**src/rtl/ssg_pkg.sv**
```systemverilog
// Package for the spiral segment generator: shared types and codes.
// No dependencies.
package ssg_pkg;

  typedef logic [9:0] coord_t;

  typedef struct packed {
    coord_t x1;
    coord_t y1;
    coord_t x2;
    coord_t y2;
  } seg_t;

  typedef struct packed {
    seg_t seg;
    logic valid;
    logic hit;
    logic fin;
  } res_t;

  typedef struct packed {
    logic start;
    logic advance;
  } spiral_cmd_t;

  typedef enum logic [1:0] {
    FUNC_START   = 2'd0,
    FUNC_ADVANCE = 2'd1,
    FUNC_QUERY   = 2'd2,
    FUNC_POP     = 2'd3
  } func_t;

  typedef enum logic [1:0] {
    PH_RIGHT  = 2'd0,
    PH_BOTTOM = 2'd1,
    PH_LEFT   = 2'd2,
    PH_TOP    = 2'd3
  } phase_t;

  typedef enum logic [2:0] {
    ST_IDLE,
    ST_SCAN,
    ST_POP_RD,
    ST_POP_DATA,
    ST_WAIT_OUT
  } state_t;

  localparam logic [2:0] CFG_SCREEN_WIDTH    = 3'd0;
  localparam logic [2:0] CFG_SCREEN_HEIGHT   = 3'd1;
  localparam logic [2:0] CFG_FIRST_STEP      = 3'd2;
  localparam logic [2:0] CFG_STEP_GROWTH     = 3'd3;
  localparam logic [2:0] CFG_TOUCH_TOLERANCE = 3'd4;

  localparam logic [10:0] RST_SCREEN_WIDTH    = 11'd240;
  localparam logic [10:0] RST_SCREEN_HEIGHT   = 11'd320;
  localparam logic [7:0]  RST_FIRST_STEP      = 8'd6;
  localparam logic [7:0]  RST_STEP_GROWTH     = 8'd2;
  localparam logic [7:0]  RST_TOUCH_TOLERANCE = 8'd10;

endpackage

```
**src/rtl/ssg_spiral.sv**
```systemverilog
// Spiral rectangle state: sides, step and phase, and the next edge.
// Depends on ssg_pkg.
module ssg_spiral import ssg_pkg::*; (
  input  logic        clk,
  input  logic        rst_n,
  input  logic [10:0] screen_width,
  input  logic [10:0] screen_height,
  input  logic [7:0]  first_step,
  input  logic [7:0]  step_growth,
  input  spiral_cmd_t cmd,
  output seg_t        seg,
  output logic        fin
);

  coord_t      left_r, left_nxt;
  coord_t      right_r, right_nxt;
  coord_t      top_r, top_nxt;
  coord_t      bottom_r, bottom_nxt;
  logic [10:0] step_r, step_nxt;
  phase_t      phase_r, phase_nxt;

  logic [10:0] sw_m1, sh_m1;
  coord_t      xm, ym, cx, cy;
  logic [11:0] right_sum, bottom_sum, step_sum;
  coord_t      right_adv, bottom_adv, left_sub, top_sub, left_adv, top_adv;
  logic [10:0] step_adv;

  always_comb begin
    sw_m1 = screen_width - 11'd1;
    sh_m1 = screen_height - 11'd1;
    xm    = (screen_width == '0) ? '0 : (sw_m1[10] ? 10'h3FF : sw_m1[9:0]);
    ym    = (screen_height == '0) ? '0 : (sh_m1[10] ? 10'h3FF : sh_m1[9:0]);
    cx    = (screen_width[10:1] > xm) ? xm : screen_width[10:1];
    cy    = (screen_height[10:1] > ym) ? ym : screen_height[10:1];

    fin = (phase_r == PH_RIGHT) && (left_r == '0) && (right_r >= xm) &&
          (top_r == '0) && (bottom_r >= ym);

    right_sum  = {2'b00, right_r} + {1'b0, step_r};
    bottom_sum = {2'b00, bottom_r} + {1'b0, step_r};
    right_adv  = (right_sum > {2'b00, xm}) ? xm : right_sum[9:0];
    bottom_adv = (bottom_sum > {2'b00, ym}) ? ym : bottom_sum[9:0];
    left_sub   = (step_r >= {1'b0, left_r}) ? '0 : (left_r - step_r[9:0]);
    top_sub    = (step_r >= {1'b0, top_r}) ? '0 : (top_r - step_r[9:0]);
    left_adv   = (left_sub > xm) ? xm : left_sub;
    top_adv    = (top_sub > ym) ? ym : top_sub;
    step_sum   = {1'b0, step_r} + {4'b0000, step_growth};
    step_adv   = step_sum[11] ? 11'h7FF : step_sum[10:0];

    left_nxt   = left_r;
    right_nxt  = right_r;
    top_nxt    = top_r;
    bottom_nxt = bottom_r;
    step_nxt   = step_r;
    phase_nxt  = phase_r;

    unique case (phase_r)
      PH_RIGHT:  seg = '{x1: left_r,  y1: top_r,    x2: right_adv, y2: top_r};
      PH_BOTTOM: seg = '{x1: right_r, y1: top_r,    x2: right_r,   y2: bottom_adv};
      PH_LEFT:   seg = '{x1: right_r, y1: bottom_r, x2: left_adv,  y2: bottom_r};
      PH_TOP:    seg = '{x1: left_r,  y1: bottom_r, x2: left_r,    y2: top_adv};
      default:   seg = '0;
    endcase

    if (cmd.start) begin
      left_nxt   = cx;
      right_nxt  = cx;
      top_nxt    = cy;
      bottom_nxt = cy;
      step_nxt   = {3'b000, first_step};
      phase_nxt  = PH_RIGHT;
    end else if (cmd.advance && !fin) begin
      phase_nxt = phase_t'(phase_r + 2'd1);
      unique case (phase_r)
        PH_RIGHT:  right_nxt  = right_adv;
        PH_BOTTOM: bottom_nxt = bottom_adv;
        PH_LEFT:   left_nxt   = left_adv;
        PH_TOP: begin
          top_nxt  = top_adv;
          step_nxt = step_adv;
        end
        default: ;
      endcase
    end
  end

  always_ff @(posedge clk) begin
    if (!rst_n) begin
      left_r   <= '0;
      right_r  <= '0;
      top_r    <= '0;
      bottom_r <= '0;
      step_r   <= '0;
      phase_r  <= PH_RIGHT;
    end else begin
      left_r   <= left_nxt;
      right_r  <= right_nxt;
      top_r    <= top_nxt;
      bottom_r <= bottom_nxt;
      step_r   <= step_nxt;
      phase_r  <= phase_nxt;
    end
  end

endmodule

```
**config.mk**
```make
export PLATFORM = sky130hd
export DESIGN_NAME = ssg_spiral
export DESIGN_NICKNAME = d
export VERILOG_FILES = /design/src/rtl/ssg_pkg.sv /design/src/rtl/ssg_spiral.sv
export SDC_FILE = /design/constraint.sdc
export NUM_CORES = 1
export LEC_CHECK = 0
export BUFFER_PORTS_ARGS = -buffer_cell sky130_fd_sc_hd__buf_2
export CAP_MARGIN = 20
export CORE_MARGIN = 3
export CORE_UTILIZATION = 50
export DETAILED_ROUTE_END_ITERATION = 8
export PLACE_DENSITY = 0.69
export SYNTH_ARGS = -nofsm -noshare
export SYNTH_HDL_FRONTEND = slang
export SYNTH_SLANG_ARGS = --single-unit
export TNS_END_PERCENT = 20
```
**constraint.sdc**
```tcl
create_clock -name clk -period 5.55 [get_ports clk]
set_input_delay 0.2775 -clock clk [delete_from_list [all_inputs] [get_ports clk]]
set_output_delay 0.2775 -clock clk [all_outputs]
set_load 0.02 [all_outputs]
```
### Word level (Yosys, flattened, before mapping)

Index checks and enable logic that the tools add are counted.
W data, S select, Z words.

| storage, ports and cells | value |
|---|---|
| flip-flop bits (word level) | 53 |
| input port bits | 42 |
| output and inout port bits | 41 |
| logic and storage cells | 80 |

| cells by class | value |
|---|---|
| add/sub/neg operators | 8 |
| order comparisons | 10 |
| equality and inequality tests | 3 |
| mux-type cells | 29 |
| bitwise logic cells | 1 |
| reduce and logical (&&, ||, !) cells | 22 |

Operators by type and width:

| kind | count |
|---|---|
| $mux W10 | 24 |
| $pmux W40 S4 | 1 |
| $gt A10 B10 Y1 | 4 |
| $add A10 B11 Y12 | 2 |
| $gt A12 B10 Y1 | 2 |
| $mux W8 | 3 |
| $ge A11 B10 Y1 | 2 |
| $logic_not A11 Y1 | 2 |
| $sub A11 B1 Y11 const B | 2 |
| $ge A10 B10 Y1 | 2 |
| $logic_not A10 Y1 | 2 |
| $sub A10 B10 Y10 | 2 |
| $add A11 B8 Y12 | 1 |
| $mux W11 | 1 |
| $reduce_and A2 Y1 | 5 |
| $reduce_bool A2 Y1 | 5 |
| $logic_and A1 B1 Y1 | 5 |
| $eq A2 B2 Y1 const B | 2 |
| $add A2 B1 Y2 const B | 1 |
| $eq A2 B1 Y1 const B | 1 |
| $logic_not A2 Y1 | 1 |
| $reduce_or A2 Y1 | 1 |
| $logic_not A1 Y1 | 1 |
| $not A1 Y1 | 1 |

### Longest topological paths before layout

| depth | value |
|---|---|
| word-level depth | 11 |
| depth in mapped cells | 20 |
| gate-level depth less buffers | 18 |

### Least setup slack after synthesis

Ideal clock, no wire load.

| timing path | value |
|---|---|
| path kind | flip-flop to output port |
| start point | reg top_r[5] |
| end point | out seg[8] (netlist bit) |
| data arrival time | 4.196 ns |
| data required time | 5.273 ns |
| path slack | 1.076 ns |
| cell stages (with the launch flop) | 20 |
| path buffers | 4 |
| path through | dfxtp_1 > inv_1 > ha_1 > clkbuf_1 > o21a_1 > o21ai_1 > a211o_1 > o2bb2ai_1 > clkbuf_1 > and2_1 > ha_1 > a21o_1 > a21o_1 > a221oi_1 > a32o_1 > clkbuf_1 > buf_1 > a31oi_1 > o221a_2 > a21oi_1 |

RTL lines:

| element | line | source |
|---|---|---|
| start: declaration | ssg_spiral.sv:17 | `coord_t top_r, top_nxt;` |
| start signal: assignment | ssg_spiral.sv:98 | `top_r <= top_nxt;` |
| end: declaration | ssg_spiral.sv:11 | `output seg_t seg,` |

==> flow_summary.json <==
{
  "rows": 48,
  "start_util_pct": 51.5,
  "drt-total-wl_um": 34000,
  "ff2ff_setup_slack_ns": 0.91,
  "root_buffer": "clkbuf_16",
  "die_w_um": 140,
  "total_power_mw": 2.24,
  "ir_worst_vdd_mv": 0.162,
  "synthXorXnorAreaFrac_pct": 4.28,
  "clkPwrFrac_pct": 17.5,
  "cp.arrival_ns": 4.90,
  "yosysTopAreaCell": "ha_1",
  "synth_edf_count": 0,
  "grt_max_degree": 66,
  "syn-cell-area_um2": 9000,
  "cts.sinks": 53,
  "syn_inst": 1192,
  "grt_first_pass_wirelength_um": 52100,
  "clockBufferDepth": 2,
  "cp.required_ns": 5.27,
  "die_y_um": 140,
  "synth-simple-area-share_pct": 21.0,
  "critPathSlowestCell": "a21boi_0",
  "grt.total_usage_pct": 33.3,
  "synthDistinctLibCells": 81,
  "synthToLayoutAreaGrowth_pct": 9.77,
  "overflow": 0,
  "p_switching_mw": 1.06,
  "drcViolationCount": 0,
  "clock.fmax_mhz": 193,
  "cts_tree": "done",
  "status": "finished, final reports clean",
  "max_slew.worst_pin.slew_ns": 0.974,
  "drt_iter0_drc": 951,
  "setup_tns_ns": 0,
  "routabilityCongestion": 1.04,
  "ys_seq_area_share_pct": 11.8,
  "cp_num_buf_inv": 2,
  "slew_headroom_pct": 34.9,
  "grt_setup_unrepaired": "false",
  "fillers": 1691,
  "cp_cell_sequence": "inv_1 > ha_1 > a211o_1 > nor2_1 > a211o_1 > o2bb2ai_1 > a21boi_0 > ha_1 > nand4_1 > nor3_1 > a221oi_1 > a32o_2 > a221oi_1 > o21ai_0 > a32oi_1 > buf_2",
  "synth_top_family_by_area": "compound AO/OA/AOI/OAI gates",
  "dp_hpwl_um": 26400,
  "drv_slew": 0,
  "cp_max_fo": 18,
  "syn_nets": 1393,
  "crit_family": "compound AO/OA/AOI/OAI gates",
  "numCtsBuffers": 5,
  "final_common_cell": "ha_1",
  "ys_seq_elements": 53,
  "mostFrequentLayoutCells": "153 x ha_1, 96 x nand2_1, 94 x a21oi_1",
  "synth_top_area_share_pct": 21.4,
  "clock_latency_ns": 0.31,
  "hp-class": "primary input to flop",
  "synth.area.top_cells": "ha_1 21%, dfxtp_1 12%, a21oi_1 5.2%, mux2i_1 4.1%, nand2_1 4.0%",
  "postCtsSetupBuffers": 0,
  "antenna_found_initial": 1,
  "ys_warn_count": 0,
  "p_per_area_nw_per_um2": 227,
  "drive_gt1_share_pct": 12.3,
  "routed-via-count": 9869,
  "syn_area_per_cell_um2": 7.55,
  "nets": 1458,
  "cpPeakStageDelay_ns": 0.47,
  "post_drt_wl_per_cell_um": 22.9,
  "hold_violations": 0,
  "setup_violations": 0,
  "synth_fa_ha_area_share_pct": 22.5,
  "synth-compound-area-share_pct": 28.4,
  "synthMuxAreaShare_pct": 5.87,
  "post-route-period-util_pct": 93.3,
  "coreArea_um2": 17500,
  "p_seq_share_pct": 21.8,
  "crit_type": "flop to primary output",
  "swShare_pct": 47.4,
  "p_comb_share_pct": 60.7,
  "antenna_left": 0,
  "leakagePower_nw": 4.71,
  "pin_count": 83,
  "min_period_ns": 5.18,
  "async_flop_share_pct": 0,
  "clock_skew_ns": 0.00862,
  "htree_levels": 2,
  "ys.flop_type": "dfxtp_1",
  "p_int_mw": 1.18,
  "drt_pass1_iterations": 7,
  "end_kind": "primary output",
  "vias_per_cell": 6.65,
  "clk_pin_slew_ns": 0.08,
  "dieArea_um2": 19600,
  "grt_pass1_vias": 9214,
  "port_buffers": 82,
  "max_cap_viol_count": 0,
  "start_kind": "flop"
}
## repair_timing
| action | in CTS | in global routing |
|---|---|---|
| resized for setup | 0 | 2 |
| hold buffers | 0 | 0 |
| endpoints found under the setup margin | 0 | 10 |
## area by class of cell
type	instances	area, µm²	share of cell area (%)
Antenna cell	1	2.50	0.0253
Clock buffer	7	143	1.44
Clock inverter	1	30.0	0.304
Inverter	86	323	3.27
Multi-Input combinational cell	998	7390	74.8
Sequential cell	53	1060	10.8
Tap cell	225	282	2.85
Timing Repair Buffer	113	643	6.51
## sequential cells by signal (all words and copies together), names as in the netlist
| signal | count |
|---|---|
| step_r | 11 |
| bottom_r | 10 |
| left_r | 10 |
| right_r | 10 |
| top_r | 10 |
| phase_r | 2 |
## cells by family after synthesis
family | count (synthesis)
and+or+nand+nor | 377
adders and majority gates | 159
muxes | 51
xor gates and xnor gates | 44
AOI/OAI and AO/OA | 367
DFF | 53
buffers and inverters | 141
## tightest hold or removal path: cells and delay by family
family | cells | cell delay [ns]
AND/OR/NAND/NOR | 2 | 0.16
buffers and inverters | 1 | 0.08
## synthesized netlist by cell type (all sizes together) (17+ instances only)
| library cell | instances |
|---|---|
| ha | 154 |
| nor3 | 23 |
| o21ai | 55 |
| nor2b | 21 |
| a21oi | 95 |
| o21a | 22 |
| nand4 | 20 |
| a21o | 17 |
| mux2i | 37 |
| nand3 | 57 |
| nand2b | 17 |
| a22oi | 20 |
| xnor2 | 26 |
| dfxtp | 53 |
| xor2 | 18 |
| nand2 | 97 |
| clkbuf | 41 |
| nor2 | 77 |
| inv | 85 |
## through the flow
stage          cells  utilization, %  hold WS, ns  worst slack, ns  area, µm²
6_report        1484            56.5        0.236            0.369       9880
5_1_grt         1483            56.5        0.260           0.0906       9880
4_1_cts         1483            56.5        0.233            0.276       9870
3_5_place_dp    1475            55.5        0.511            0.642       9700
3_3_place_gp    1475            55.5        0.500            0.587       9700
2_1_floorplan   1192               -        0.432             1.08       9000
## metal layers
layer / GRT usage [%] / vias to the layer above / part of all wire [%]
met5: 0 / - / 0
met4: 20.3 / 0 / 7.6
met3: 5.67 / 141 / 9.5
met2: 52.7 / 611 / 43
met1: 42.1 / 4536 / 40
li1: - / 4581 / -
## worst paths after layout
path,startpoint,end,cells after the start
min reg2reg,left_r[2]$_SDFFE_PN0P_,left_r[2]$_SDFFE_PN0P_,2
max reg2reg,step_r[4]$_SDFFE_PN0P_,left_r[6]$_SDFFE_PN0P_,14
max,top_r[6]$_SDFFE_PN0P_,seg[0],16
min,first_step[4],step_r[4]$_SDFFE_PN0P_,3
## power groups by stage
| stage | registers [mW] | clock network (mW) | logic (mW) |
|---|---|---|---|
| 2_1_floorplan | 0.461 | 0 | 0.950 |
| 3_3_place_gp | 0.493 | 0 | 1.31 |
| 3_5_place_dp | 0.493 | 0 | 1.32 |
| 4_1_cts | 0.484 | 0.396 | 1.33 |
| 5_1_grt | 0.490 | 0.408 | 1.48 |
| 6_report | 0.489 | 0.392 | 1.36 |
Note: power is estimated with default switching activity, not from simulation.
